$ cat src/rtl/mac_ram.sv
// Generic single-write, single-read synchronous RAM with a registered read port.
module mac_ram #(
	parameter int WIDTH = 8,
	parameter int DEPTH = 256
) (
	input  logic                     clk,
	input  logic                     we,
	input  logic [$clog2(DEPTH)-1:0] waddr,
	input  logic [WIDTH-1:0]         wdata,
	input  logic                     re,
	input  logic [$clog2(DEPTH)-1:0] raddr,
	output logic [WIDTH-1:0]         rdata
);

	logic [WIDTH-1:0] mem [DEPTH];

	always_ff @(posedge clk) begin
		if (we) begin
			mem[waddr] <= wdata;
		end
		if (re) begin
			rdata <= mem[raddr];
		end
	end

endmodule

$ cat config.mk
export PLATFORM = sky130hd
export DESIGN_NAME = mac_ram
export DESIGN_NICKNAME = d
export VERILOG_FILES = /design/src/rtl/mac_ram.sv
export SDC_FILE = /design/constraint.sdc
export NUM_CORES = 2
export LEC_CHECK = 0
export BUFFER_PORTS_ARGS = -buffer_cell sky130_fd_sc_hd__buf_2
export CORE_UTILIZATION = 50
export CTS_CLUSTER_DIAMETER = 100
export DETAILED_ROUTE_END_ITERATION = 10
export GPL_ROUTABILITY_DRIVEN = 0
export HOLD_SLACK_MARGIN = 0.12
export PLACE_DENSITY = 0.7
export SETUP_SLACK_MARGIN = 0.3
export SYNTH_ARGS = -nofsm -noshare
export SYNTH_HDL_FRONTEND = slang
export SYNTH_SLANG_ARGS = --single-unit
$ cat constraint.sdc
create_clock -name clk -period 2.86 [get_ports clk]
set_input_delay 0.143 -clock clk [delete_from_list [all_inputs] [get_ports clk]]
set_output_delay 0.143 -clock clk [all_outputs]
set_load 0.01 [all_outputs]
### Word-level counts from Yosys, hierarchy flattened

Memories as Yosys holds them, arrays and structs flattened. A register that Yosys moved wholly into a read port is not among the register bits.
Cells that the tools add are included.

* multiplexer cells: 2

Operators by type and width (number)
* 1-bit 2-to-1 mux: 2

* memories kept: 1
* bits of input ports: 27
* memory bits (writable): 2048
* register bits: 0

Memories
* mem: words 256, width 8, read ports 1, clocked after memory_dff 1, write ports 1, line 15 `logic [WIDTH-1:0] mem [DEPTH];`

### Longest topological paths before layout

* word-level depth: 2
* gate-level depth with buffers: 11

### Worst setup path before layout

Ideal clock, no wire load.

* kind: input -> register
* start: input port raddr[0]
* end: register rdata[2] (read register of mem) (data pin)
* setup slack: 0.641 ns
* required time: 2.591 ns
* cell stages on the path: 9
* setup time: 0.269 ns
* arrival: 1.950 ns
* cells stage by stage: buf_6 buf_12 buf_8 buf_2 mux4_2 a22oi_1 a21oi_1 nor4_1 nor4_2

RTL lines
* start: declaration: line 11 `input logic [$clog2(DEPTH)-1:0] raddr,`
* end: declaration: line 12 `output logic [WIDTH-1:0] rdata`

==> flow_summary.toml <==
[critical_path]
reg2reg_from = "mem[27][3]"
crit_path_max_fanout = 1
critPathKind = "reg -> reg"
crit_end = "rdata[3]"
r2r_end = "rdata[3]"
startpoint_type = "register"
cp-end-kind = "register"
arrival_ns = 3.07
rr_worst_depth = 7
required_ns = 3.42
crit_start = "mem[27][3]"
rrSetupSlack_ns = 0.36

[synthesis]
synth-simple-area-share_pct = 2.63
muxShareOfSynthArea_pct = 14.6
synth_edf_count = 2056
synth_top_family_by_area = "multiplexers"
synth_warnings = 0
synth_top_area_share_pct = 77.5
synth_cells = 3733
syn_nets = 3760
netlist.top_cell.by_area = "edfxtp_1"
synth_area_um2 = 79600
synth-async-reset-ratio_pct = 0
synth_area_per_cell_um2 = 21.3
synthDistinctLibCells = 54
synth-compound-area-share_pct = 3.42
ys_seq_area_share_pct = 77.5
synth-xor-area-share_pct = 0
synth_area_leaders = "edfxtp_1 (78%), mux4_2 (13%), mux2i_1 (1.7%)"
synthAdderAreaFrac_pct = 0
synth_ff_type = "edfxtp_1"
ys_ff_latch = 2056

[run_status]
status = "complete, no violations"

[die]
die_h_um = 401
io_pins = 35
die_x_um = 401
core_um2 = 158000
dieArea_um2 = 161000
rows = 146
initial_core_util_pct = 50.3

[grt]
antenna_found_initial = 5
overflow = 0
grt_util_all_layers_pct = 24.7
grt_max_degree = 106
grt_pass1_wl_um = 286000
grt_pass1_vias = 40800

[final_layout]
stdcell_area_um2 = 91900
area_growth_syn_to_layout_pct = 15.5
seq_area_um2 = 61700
mostFrequentLayoutCells = "edfxtp_1 (2056), mux4_2 (454), buf_4 (453)"
fillers = 11200
layout.cells.most_common = "edfxtp_1"
multi_input_area_um2 = 16600
fin_nets = 4287
final_util_pct = 58.1
drive_above_1_share_pct = 29.4

[route]
wl_per_cell_um = 30.4
finalWirelength_um = 197000
postRouteAntennaNets = 0
first_pass_iters = 6
viasPerCell = 6.30
via_count = 40900
drtIter0Drc = 5362
drc_errors = 0

[timing]
report.final.slew_viol_count = 0
worst_slew_pin_slew_ns = 0.946
min_period_over_period_pct = 87.6
hold_viol_final = 0
whs_ns = 0.198
min_period_ns = 2.50
setup-tns-final_ns = 0
maxClockFrequency_mhz = 399
finalSetupViolCount = 0
rsz0062_at_grt = "false"
finalClockSkew_ns = 0.0326
final.setup.worst_slack_ns = 0.355
relSlewSlack_pct = 37.0

[clock_tree]
path_clk_slew_ns = 0.06
root_buffer = "clkbuf_16"
cts_tree = "built"
cts.path.max_buffers = 3
cts_sinks = 2056
cts_max_level = 4
cts_buffers = 192
clock_latency_ns = 0.83

[pwr]
p_leak_nw = 29.3
power_density_nw_per_um2 = 659
ir_drop_v = 0.000725

[run]
maxCapViolCount = 0

[worst_hold_path]
hold_class = "in -> reg"

[place]
place.detailed.hpwl_um = 125000
pre_cts_ws_ns = -0.711
placed_area_um2 = 85800
io_buffers = 34
==> kinds of logic after synthesis <==
| kind of cell | after synthesis |
|---|---|
| buffers and inverters | 235 |
| and+or+nand+nor | 466 |
| AOI/OAI and AO/OA | 385 |
| DFF | 2056 |
| muxes | 591 |
==> per-layer routing <==
metal	wire, µm	vias up	track usage (%)
met3	21300	310	5.14
li1	-	16800	-
met1	75900	21600	35.4
met4	5970	4	7.98
met2	93800	2244	38.2
met5	27	-	0
==> registers in the layout (all words and copies together), names as in the netlist <==
name   cells
mem     2048
rdata      8
==> worst max-delay path, cell delays in order, from the launching register on <==
cell and delay [ns]:
edfxtp_1 0.38, mux4_2 0.49, a22o_1 0.27, a221oi_1 0.38, o221ai_1 0.29, a211oi_1 0.26, buf_4 0.16, nor4_1 0.04
==> cell type report <==
cell class,instances,share of cell area (%)
multi-input cells,1442,18.1
clock buffers,239,5.51
clock inverters,108,0.887
inverters,2,0.00816
well taps,2072,2.82
diodes,4,0.0109
repair buffers,566,5.54
flip-flops and latches,2056,67.1
==> synthesized netlist by cell type, types with 21 or more instances <==
cell type	instances
clkbuf_1	111
o22ai_1	28
nand3_1	34
edfxtp_1	2056
mux4_2	454
buf_2	31
nand2_1	33
mux2i_1	134
o221ai_1	46
nor3_1	22
buf_4	27
buf_1	22
nor4_1	24
nor2_1	282
a22oi_1	133
nor2b_1	31
a21oi_1	96
buf_6	21
==> how the worst min path moves through the flow <==
| stage | to | cells past startpoint | from | slack (ns) |
|---|---|---|---|---|
| 2_1_floorplan | mem[0][0] | 0 | wdata[0] | 0.24 |
| 3_3_place_gp | rdata[4] | 1 | re | 0.64 |
| 3_5_place_dp | rdata[4] | 1 | re | 0.64 |
| 4_1_cts | mem[116][7] | 4 | waddr[4] | 0.14 |
| 5_1_grt | mem[116][7] | 4 | waddr[4] | 0.20 |
| 6_report | mem[116][7] | 4 | waddr[4] | 0.20 |
==> through the flow <==
step,total power [mW],std cells
CTS,60.9,6485
detailed placement,37.1,6121
floorplan,35.5,3733
finish,60.6,6489
global placement,37.1,6121
global route,62.1,6486
==> what timing repair did <==
action,4_1_cts,5_1_grt
endpoints found under the setup margin,8,3
hold buffers,17,0
endpoints found under the hold margin,959,0
buffers inserted,0,0
gates resized for setup,16,3
==> report_power, final <==
group	internal [mW]	switching [mW]
clock network	13.3	10.8
logic	1.25	2.03
registers	33.2	0.0576
(Power assumes the default switching activity.)
